## src/design/spq_pkg.sv

```systemverilog
`timescale 1ns / 1ps
// spq_pkg: types and constants for the stable priority queue.
// Used by spq_cell and stable_priority_queue; depends on nothing.
package spq_pkg;

  typedef enum logic [1:0] {
    CMD_PUSH = 2'd0,
    CMD_POP  = 2'd1,
    CMD_PEEK = 2'd2
  } cmd_t;

  typedef enum logic [1:0] {
    ST_OK    = 2'd0,
    ST_EMPTY = 2'd1,
    ST_FULL  = 2'd2
  } status_t;

  localparam int VALUE_W = 32;
  localparam int PRIO_W  = 16;
  localparam int OCC_W   = 5;

  localparam logic signed [VALUE_W-1:0] EMPTY_VALUE = -32'sd1;

  typedef struct packed {
    cmd_t                       cmd;
    logic signed [VALUE_W-1:0]  value;
    logic signed [PRIO_W-1:0]   prio;
  } req_t;

  typedef struct packed {
    logic signed [VALUE_W-1:0]  head_value;
    logic signed [PRIO_W-1:0]   head_prio;
    status_t                    status;
    logic [OCC_W-1:0]           occupancy;
  } rsp_t;

  typedef struct packed {
    logic signed [VALUE_W-1:0]  value;
    logic signed [PRIO_W-1:0]   prio;
  } entry_t;

  typedef struct packed {
    logic    push;
    logic    pop;
    entry_t  entry;
  } cell_ctrl_t;

endpackage

```

## src/design/spq_cell.sv

```systemverilog
`timescale 1ns / 1ps
// spq_cell: one slot of the sorted queue; shifts toward the tail on push and
// toward the head on pop. Depends on spq_pkg.
module spq_cell import spq_pkg::*; #(
  parameter int CW    = 5,
  parameter int INDEX = 0
) (
  input  logic          clk,
  input  cell_ctrl_t    ctrl,
  input  logic [CW-1:0] count,
  input  entry_t        left_entry,
  input  logic          left_keep,
  input  entry_t        right_entry,
  output entry_t        entry,
  output logic          keep
);

  logic occupied;

  // an occupied slot whose priority is not below the new one stays in place
  assign occupied = CW'(INDEX) < count;
  assign keep     = occupied && (entry.prio >= ctrl.entry.prio);

  always_ff @(posedge clk) begin
    if (ctrl.push) begin
      if (!keep) begin
        entry <= left_keep ? ctrl.entry : left_entry;
      end
    end else if (ctrl.pop) begin
      entry <= right_entry;
    end
  end

endmodule

```

## src/design/stable_priority_queue.sv

```systemverilog
`timescale 1ns / 1ps
// stable_priority_queue: bounded sorted-list priority queue built from a row
// of spq_cell slots. Depends on spq_pkg and spq_cell.
//
// Usage:
//   req channel (req_valid/req_ready/req) carries one command item: push,
//   pop or peek. rsp channel (rsp_valid/rsp_ready/rsp) returns exactly one
//   item per command: head value and priority, status and occupancy.
//   Larger priority is served first; equal priorities leave in push order.
// Latency: the response is valid the cycle after the command is accepted.
// Throughput: one command per cycle while each response is taken. Every
//   slot compares its priority with the pushed one in parallel and moves
//   one position in the same cycle, so push and pop do not slow with CAPACITY.
// Stall: the response sits in an output register; req_ready is high while
//   that register is empty or being taken, so a stalled receiver holds off
//   new commands without losing a response.
// Reset: rst (synchronous) empties the queue and drops any pending response.
//   Slot contents are not cleared; slots beyond the count are never read.
// Push into a full queue is dropped with status full; pop or peek on an
//   empty queue returns value -1 with status empty.
module stable_priority_queue import spq_pkg::*; #(
  parameter int CAPACITY = 16
) (
  input  logic clk,
  input  logic rst,
  input  logic req_valid,
  output logic req_ready,
  input  req_t req,
  output logic rsp_valid,
  input  logic rsp_ready,
  output rsp_t rsp
);

  localparam int CW = $clog2(CAPACITY + 1);

  logic [CW-1:0] count;
  logic [CW-1:0] count_next;
  logic          fire;
  logic          full;
  logic          empty;
  cell_ctrl_t    ctrl;
  rsp_t          rsp_next;
  entry_t        ent  [CAPACITY];
  logic          keep [CAPACITY];

  assign req_ready = !rsp_valid || rsp_ready;
  assign fire      = req_valid && req_ready;
  assign full      = count == CW'(CAPACITY);
  assign empty     = count == '0;

  assign ctrl.push        = fire && (req.cmd == CMD_PUSH) && !full;
  assign ctrl.pop         = fire && (req.cmd == CMD_POP) && !empty;
  assign ctrl.entry.value = req.value;
  assign ctrl.entry.prio  = req.prio;

  for (genvar i = 0; i < CAPACITY; i++) begin : g_cell
    entry_t left_e;
    logic   left_k;
    entry_t right_e;
    if (i == 0) begin : g_first
      assign left_e = ctrl.entry;
      assign left_k = 1'b1;
    end else begin : g_mid
      assign left_e = ent[i-1];
      assign left_k = keep[i-1];
    end
    if (i == CAPACITY - 1) begin : g_last
      assign right_e = ent[i];
    end else begin : g_inner
      assign right_e = ent[i+1];
    end
    spq_cell #(
      .CW    (CW),
      .INDEX (i)
    ) u_cell (
      .clk         (clk),
      .ctrl        (ctrl),
      .count       (count),
      .left_entry  (left_e),
      .left_keep   (left_k),
      .right_entry (right_e),
      .entry       (ent[i]),
      .keep        (keep[i])
    );
  end

  always_comb begin
    count_next = count;
    if (ctrl.push) begin
      count_next = count + 1'b1;
    end else if (ctrl.pop) begin
      count_next = count - 1'b1;
    end
  end

  always_comb begin
    rsp_next.head_value = '0;
    rsp_next.head_prio  = '0;
    rsp_next.status     = ST_OK;
    rsp_next.occupancy  = OCC_W'(count_next);
    case (req.cmd)
      CMD_PUSH: begin
        if (full) begin
          rsp_next.status = ST_FULL;
        end
      end
      CMD_POP, CMD_PEEK: begin
        if (empty) begin
          rsp_next.head_value = EMPTY_VALUE;
          rsp_next.status     = ST_EMPTY;
        end else begin
          rsp_next.head_value = ent[0].value;
          rsp_next.head_prio  = ent[0].prio;
        end
      end
      default: begin
      end
    endcase
  end

  always_ff @(posedge clk) begin
    if (rst) begin
      count     <= '0;
      rsp_valid <= 1'b0;
    end else begin
      count <= count_next;
      if (fire) begin
        rsp_valid <= 1'b1;
      end else if (rsp_ready) begin
        rsp_valid <= 1'b0;
      end
    end
  end

  always_ff @(posedge clk) begin
    if (fire) begin
      rsp <= rsp_next;
    end
  end

  a_count_bound: assert property (@(posedge clk) disable iff (rst)
    count <= CW'(CAPACITY))
    else $error("queue count exceeds capacity");

  a_push_count: assert property (@(posedge clk) disable iff (rst)
    ctrl.push |=> count == $past(count) + 1'b1)
    else $error("push did not advance count");

  a_empty_pop: assert property (@(posedge clk) disable iff (rst)
    fire && empty && (req.cmd == CMD_POP || req.cmd == CMD_PEEK)
    |=> rsp_valid && rsp.status == ST_EMPTY && count == '0)
    else $error("empty pop or peek not reported");

  a_head_order: assert property (@(posedge clk) disable iff (rst)
    count >= CW'(2) |-> ent[0].prio >= ent[1].prio)
    else $error("head out of priority order");

  a_occ_match: assert property (@(posedge clk) disable iff (rst)
    fire |=> rsp.occupancy == OCC_W'(count))
    else $error("reported occupancy disagrees with count");

endmodule
```

## config.mk

```make
export PLATFORM = sky130hd
export DESIGN_NAME = stable_priority_queue
export DESIGN_NICKNAME = d
export VERILOG_FILES = /design/src/design/spq_pkg.sv /design/src/design/spq_cell.sv /design/src/design/stable_priority_queue.sv
export SDC_FILE = /design/constraint.sdc
export NUM_CORES = 2
export LEC_CHECK = 0
export ABC_AREA = 1
export BUFFER_PORTS_ARGS = -buffer_cell sky130_fd_sc_hd__buf_2
export CAP_MARGIN = 20
export CORE_ASPECT_RATIO = 1.4
export CORE_UTILIZATION = 64
export DETAILED_ROUTE_END_ITERATION = 8
export GPL_TIMING_DRIVEN = 1
export PLACE_DENSITY = 0.85
export RECOVER_POWER = 100
export SLEW_MARGIN = 20
export SYNTH_ARGS = -nofsm -noshare
export SYNTH_HDL_FRONTEND = slang
export SYNTH_SLANG_ARGS = --single-unit
```

## constraint.sdc

```tcl
create_clock -name clk -period 6.4 [get_ports clk]
set_input_delay 1.28 -clock clk [delete_from_list [all_inputs] [get_ports clk]]
set_output_delay 1.28 -clock clk [all_outputs]
set_load 0.02 [all_outputs]
```

=== Yosys cells after proc, flatten, opt, wreduce, memory -nomap -nowiden ===
Cells that the tools add are included.

* Bitwise logic cells: 2
* Add/subtract/negate cells: 2
* Multiplexer cells: 68
* Equality and inequality tests: 18
* $lt $le $gt $ge: 32
* Reduce and logical (&&, ||, !) cells: 47

{| class="wikitable"
|+ Operator list
! operator !! number
|-
| $mux W48 || 60
|-
| $ge A16 B16 Y1 || 16
|-
| $lt A4 B5 Y1 const A || 8
|-
| $mux W32 || 1
|-
| $reduce_and A2 Y1 || 16
|-
| $ne A2 B2 Y1 const B || 15
|-
| $logic_and A1 B1 Y1 || 21
|-
| $lt A3 B5 Y1 const A || 4
|-
| $lt A1 B5 Y1 const A || 2
|-
| $lt A2 B5 Y1 const A || 2
|-
| $mux W5 || 2
|-
| $add A5 B1 Y5 const B || 1
|-
| $eq A5 B5 Y1 const B || 1
|-
| $logic_not A5 Y1 || 1
|-
| $sub A5 B1 Y5 const B || 1
|-
| $pmux W2 S2 || 1
|-
| $reduce_bool A2 Y1 || 2
|-
| $reduce_or A2 Y1 || 2
|-
| $logic_not A1 Y1 || 3
|-
| $mux W1 || 3
|-
| $eq A2 B1 Y1 const B || 1
|-
| $eq A2 B2 Y1 const B || 1
|-
| $logic_not A2 Y1 || 1
|-
| $mux W2 || 1
|-
| 2 further kinds || 3
|}

* Register bits: 829
* Word-level logic and storage cells: 207
* Output and inout bits: 57
* Input port bits: 54

=== Depth between registers and ports, before layout ===
* Word-level depth: 7
* Mapped depth: 18
* Depth with buffers taken out: 16

=== By module ===
A second synthesis with hierarchy kept.

* Cells, all modules: 5801
* Area, all modules: 48936.9 µm²

{| class="wikitable"
|+ By module, submodules not included
! module !! instances !! area an instance (µm²) !! seq. area each (µm²) !! cells each
|-
| spq_cell (g_cell[12].u_cell ...) || 2 || 2902.8 || 1441.4 || 351
|-
| spq_cell (g_cell[14].u_cell ...) || 2 || 2900.3 || 1441.4 || 349
|-
| spq_cell (g_cell[2].u_cell ...) || 2 || 2899.0 || 1441.4 || 349
|-
| spq_cell (g_cell[8].u_cell) || 1 || 2905.3 || 1441.4 || 351
|-
| spq_cell (g_cell[10].u_cell) || 1 || 2904.0 || 1441.4 || 351
|-
| spq_cell (g_cell[0].u_cell) || 1 || 2900.3 || 1441.4 || 351
|-
| spq_cell (g_cell[1].u_cell) || 1 || 2894.0 || 1441.4 || 347
|-
| spq_cell (g_cell[13].u_cell) || 1 || 2890.3 || 1441.4 || 346
|-
| spq_cell (g_cell[9].u_cell) || 1 || 2882.8 || 1441.4 || 345
|-
| spq_cell (g_cell[15].u_cell) || 1 || 2879.0 || 1441.4 || 344
|-
| spq_cell (g_cell[11].u_cell) || 1 || 2876.5 || 1441.4 || 341
|-
| spq_cell (g_cell[3].u_cell) || 1 || 2876.5 || 1441.4 || 345
|-
| spq_cell (g_cell[7].u_cell) || 1 || 2876.5 || 1441.4 || 343
|-
| stable_priority_queue || 1 || 2647.5 || 1771.7 || 239
|}

=== Worst setup path before layout ===
Ideal clock, no wire load.

* Kind: input to register
* Start: input req[15] in the netlist's numbering
* End: register g_cell[15].u_cell.entry[0] in the netlist's numbering (enable)
* Buffers on the path: 0
* Stages: 8
* Data required time: 5.931 ns
* Arrival time: 4.862 ns
* Path slack: 1.069 ns
* Library setup time: 0.469 ns
* Path through: inv_1 > ha_1 > nand2_1 > nor4_1 > nand2_1 > nand3b_1 > nand3_1 > a21oi_1

* Longest elaborated chain between the ends: 4

{| class="wikitable"
|+ RTL lines
! element !! RTL line !! source
|-
| start: declaration || stable_priority_queue.sv:28 || <nowiki>input req_t req,</nowiki>
|-
| $ge A16 B16 Y1 || spq_cell.sv:22 || <nowiki>assign keep = occupied && (entry.prio >= ctrl.entry.prio);</nowiki>
|-
| $logic_and A1 B1 Y1 || spq_cell.sv:22 ||
|-
| $not A1 Y1 (no source line) || n/a ||
|-
| $reduce_and A2 Y1 (no source line) || n/a ||
|-
| end signal: assignment || spq_cell.sv:27 || <nowiki>entry <= left_keep ? ctrl.entry : left_entry;</nowiki>
|-
| end signal: assignment || spq_cell.sv:30 || <nowiki>entry <= right_entry;</nowiki>
|-
| end: declaration || spq_cell.sv:14 || <nowiki>output entry_t entry,</nowiki>
|}

No other way between the ends.
A chain may end at the register's enable or synchronous reset.

=== Worst setup path in the final report ===
* Start: input req[14] in the netlist's numbering
* End: register g_cell[3].u_cell.entry[34] in the netlist's numbering, data pin

* Longest elaborated chain between the ends: 5

{| class="wikitable"
|+ RTL lines
! element !! RTL line !! source
|-
| $ge A16 B16 Y1 || spq_cell.sv:22 ||
|-
| $logic_and A1 B1 Y1 || spq_cell.sv:22 ||
|-
| $mux W48 || spq_cell.sv:27 ||
|-
| $mux W48 || spq_cell.sv:26 || <nowiki>if (!keep) begin</nowiki>
|-
| $mux W48 || spq_cell.sv:25 || <nowiki>if (ctrl.push) begin</nowiki>
|-
| end signal: assignment || spq_cell.sv:27 ||
|-
| end signal: assignment || spq_cell.sv:30 ||
|-
| end: declaration || spq_cell.sv:14 ||
|}

No other way between the ends. The select of a mux whose other input is x is not followed.

==> reports/results.ini <==
[logic_synthesis]
synth_top_area_cell = edfxtp_1
yosys_register_bits = 829
syn_area_um2 = 50450
postSynthAreaPerCell_um2 = 7.690
syn_inst = 6561
synth_area_leaders = edfxtp_1 49%, nand2_1 28%, ha_1 6.5%, inv_1 6.3%, buf_6 1.6%
ys.flop_type = edfxtp_1
yosysSeqAreaShare_pct = 49.22
synthArstFlopShare_pct = 0
ys_types = 37
synth_top_area_share_pct = 48.98
ys.warnings.count = 0
synth-edff-count = 823
syn_nets = 6877

[flow_run]
cap_violations = 13

[route]
drt_iter0_drc = 4114
firstDrtPassIters = 6
routedWlPerCell_um = 18.53
via_count = 43250
ant_nets = 0
drc_errors = 0
routed_wl_um = 141600
vias_per_cell = 5.661

[timing]
hold_viol = 0
setup_violations = 0
fin_worst_skew_ps = 20.81
worst_slew_pin_slew_ps = 2575
slew_headroom_pct = -72.64
setup-tns-final_ps = 0
whs_ps = 514.9
rsz0062_at_grt = no
period_needed_ps = 5239
drv_slew = 636
timing.fmax_mhz = 190.9
finalCritPeriodShare_pct = 81.86

[cts]
cts_tree = built
clockRootBuffer = clkbuf_16
clockBufferDepth = 3
cts_buffers = 85
clkSlewWorstSetupHoldPaths_ps = 60
clk_latency_ps = 670
cts_setup_buffers = 0
cts.sinks = 829
htreeDepth = 3
holdBufCountCts = 0
cts_resized = 0

[cells_and_area]
fillers = 6161
area_delta_synth_final_pct = 5.458
fin_nets = 6849
layout-drive-gt1-share_pct = 3.625
final_area_um2 = 53210

[global_route]
overflow = 0
grt_max_degree = 208
grt_pass1_vias = 43380
antenna_found_initial = 2
track_usage_pct = 35.41
grt_pass1_wl_um = 221100

[placement]
place.gp.congestion = 0.9473
dpl-instance-area_um2 = 51060
hpwl_um = 94540
port_buffers = 110

[worst_setup_path]
critPathCaptureType = register
path_common_cell = nand2_1
cp.buffers_inverters = 4
rr_worst_depth = 11
crit_type = in -> reg
cp_max_fo = 48
cp_cell_sequence = clkbuf_1 > inv_1 > clkbuf_1 > ha_1 > nand2_1 > nor2_2 > nand2_1 > nor2_2 > nand2_1 > nand3_1 > nand2_1 > nand3_1 > nand2_1 > nand2_1 > clkbuf_1 > nand2_1 > nand2_1 > nand2_1
reg2reg_to = g_cell[10].u_cell.entry[13]
worst_path_max_delay_cell = clkbuf_1
rrSetupSlack_ps = 1480
startpoint_type = input port
cp.required_ps = 6820
path_delay_family = buffers and inverters
cpPeakStageDelay_ps = 1700
reg2reg_from = count[0]
arrival_ps = 5660

[floorplanning]
ios = 111
initial_utilization_pct = 64.71
dieHeight_um = 334.2
core.rowCount = 121
core_area_um2 = 77970
die_area_um2 = 79980
die_w_um = 239.3

[pwr]
peakVddDrop_mv = 0.2573
p_per_area_nw_per_um2 = 254.3
power_leakage_uw = 0.03106

[run_status]
violations = capacitance limit, slew limit
outcome = finished with violations

[min_path]
min_path_type = reg -> reg
holdPathEnd = g_cell[14].u_cell.entry[17]
hold_start = g_cell[15].u_cell.entry[17]
hold_depth = 2

-- cells by family after synthesis --
family,Yosys count,share of synthesized area (%)
adders and majority gates,262,6.497
buffers and inverters,1140,10.13
xor gates and xnor gates,3,0.05209
and+or+nand+nor,4105,31.78
AOI/OAI and AO/OA,222,2.316
DFF,829,49.22
-- report_power, final --
group	internal, uW	total [uW]	switching (uW)
clock	2860	5100	2250
combinational	545	1860	1320
sequential	6390	6570	178
total	9790	13500	3740
-- cell usage after synthesis, types with 6 or more instances --
cell,instances
a21oi_1,119
buf_1,9
buf_2,73
buf_4,40
buf_6,70
clkbuf_1,99
dfxtp_1,6
edfxtp_1,823
ha_1,262
inv_1,843
nand2_1,3818
nand2_2,30
nand2_4,40
nand3_1,101
nand4_1,29
nor2_1,69
nor2_2,7
o21ai_0,71
o21ai_1,11
o21bai_1,12
-- cell usage in the layout (no fill, tap or decap), types with 3 or more instances in the layout --
cell type	netlist	final
a21oi_1	119	119
inv_1	843	843
clkbuf_16	0	85
nand2_1	3818	3877
clkbuf_1	99	89
edfxtp_1	823	823
o21ai_1	11	3
ha_1	262	262
nand4_1	29	29
clkbuf_2	0	5
clkinv_1	0	16
clkinv_2	0	8
clkinvlp_4	0	3
buf_2	73	51
inv_16	0	3
o21ai_0	71	79
nand2_2	30	11
bufinv_16	0	10
nand3_1	101	101
nor2_2	7	3
xor2_1	3	3
dfxtp_1	6	6
o21bai_1	12	12
nor2_1	69	74
buf_4	40	47
buf_12	4	5
nor3_1	3	4
-- tightest hold or removal path: stages, from the launching register on --
cell	delay, ps
edfxtp_1	320
nand2_1	50
nand2_1	50
-- area by class of cell --
type                    count  area [um2]  share of cell area [%]
diodes                      1       2.502                0.004703
flip-flops and latches    829       24830                   46.67
repair buffers            180        1003                   1.886
clock buffers             102        2191                   4.117
multi-input cells        4592       20150                   37.87
well taps                1045        1308                   2.457
clock inverters            45       541.8                   1.018
inverters                 845        3181                   5.978
-- routing by layer --
| layer | wire, um | GRT usage, % | up-vias | part of all wire (%) |
|---|---|---|---|---|
| li1 | - | - | 20110 | - |
| met1 | 48460 | 38.98 | 20120 | 34 |
| met2 | 70670 | 61.56 | 2283 | 50 |
| met3 | 10400 | 4.234 | 732 | 7.3 |
| met4 | 12050 | 28.30 | 0 | 8.5 |
| met5 | 0 | 0 | - | 0 |
-- registers in the layout, indices dropped and copies added (netlist names) --
signal,cells
rsp_valid,1
rsp,55
count,5
g_cell.u_cell.entry,768
-- through the flow --
step	total power, uW	std cells	utilization (%)	setup WS, ps
2_1_floorplan	7954	6561	-	1069
3_3_place_gp	8424	7491	65.47	1512
3_5_place_dp	8504	7491	65.49	1516
4_1_cts	13510	7638	69.00	2204
5_1_grt	13960	7639	68.24	994.4
6_report	13530	7639	68.24	1161
-- worst max path at each step --
stage	slack, ps	start	endpoint	cells after the start
after floorplan	1070	req[15]	g_cell[15].u_cell.entry[0]	8
after global placement	1510	req[15]	g_cell[15].u_cell.entry[32]	11
after detailed placement	1520	req[15]	g_cell[15].u_cell.entry[32]	11
after CTS	2200	req[15]	g_cell[15].u_cell.entry[31]	11
after global routing	990	req[11]	g_cell[6].u_cell.entry[25]	17
final	1160	req[14]	g_cell[3].u_cell.entry[34]	18
(Power assumes the default switching activity.)
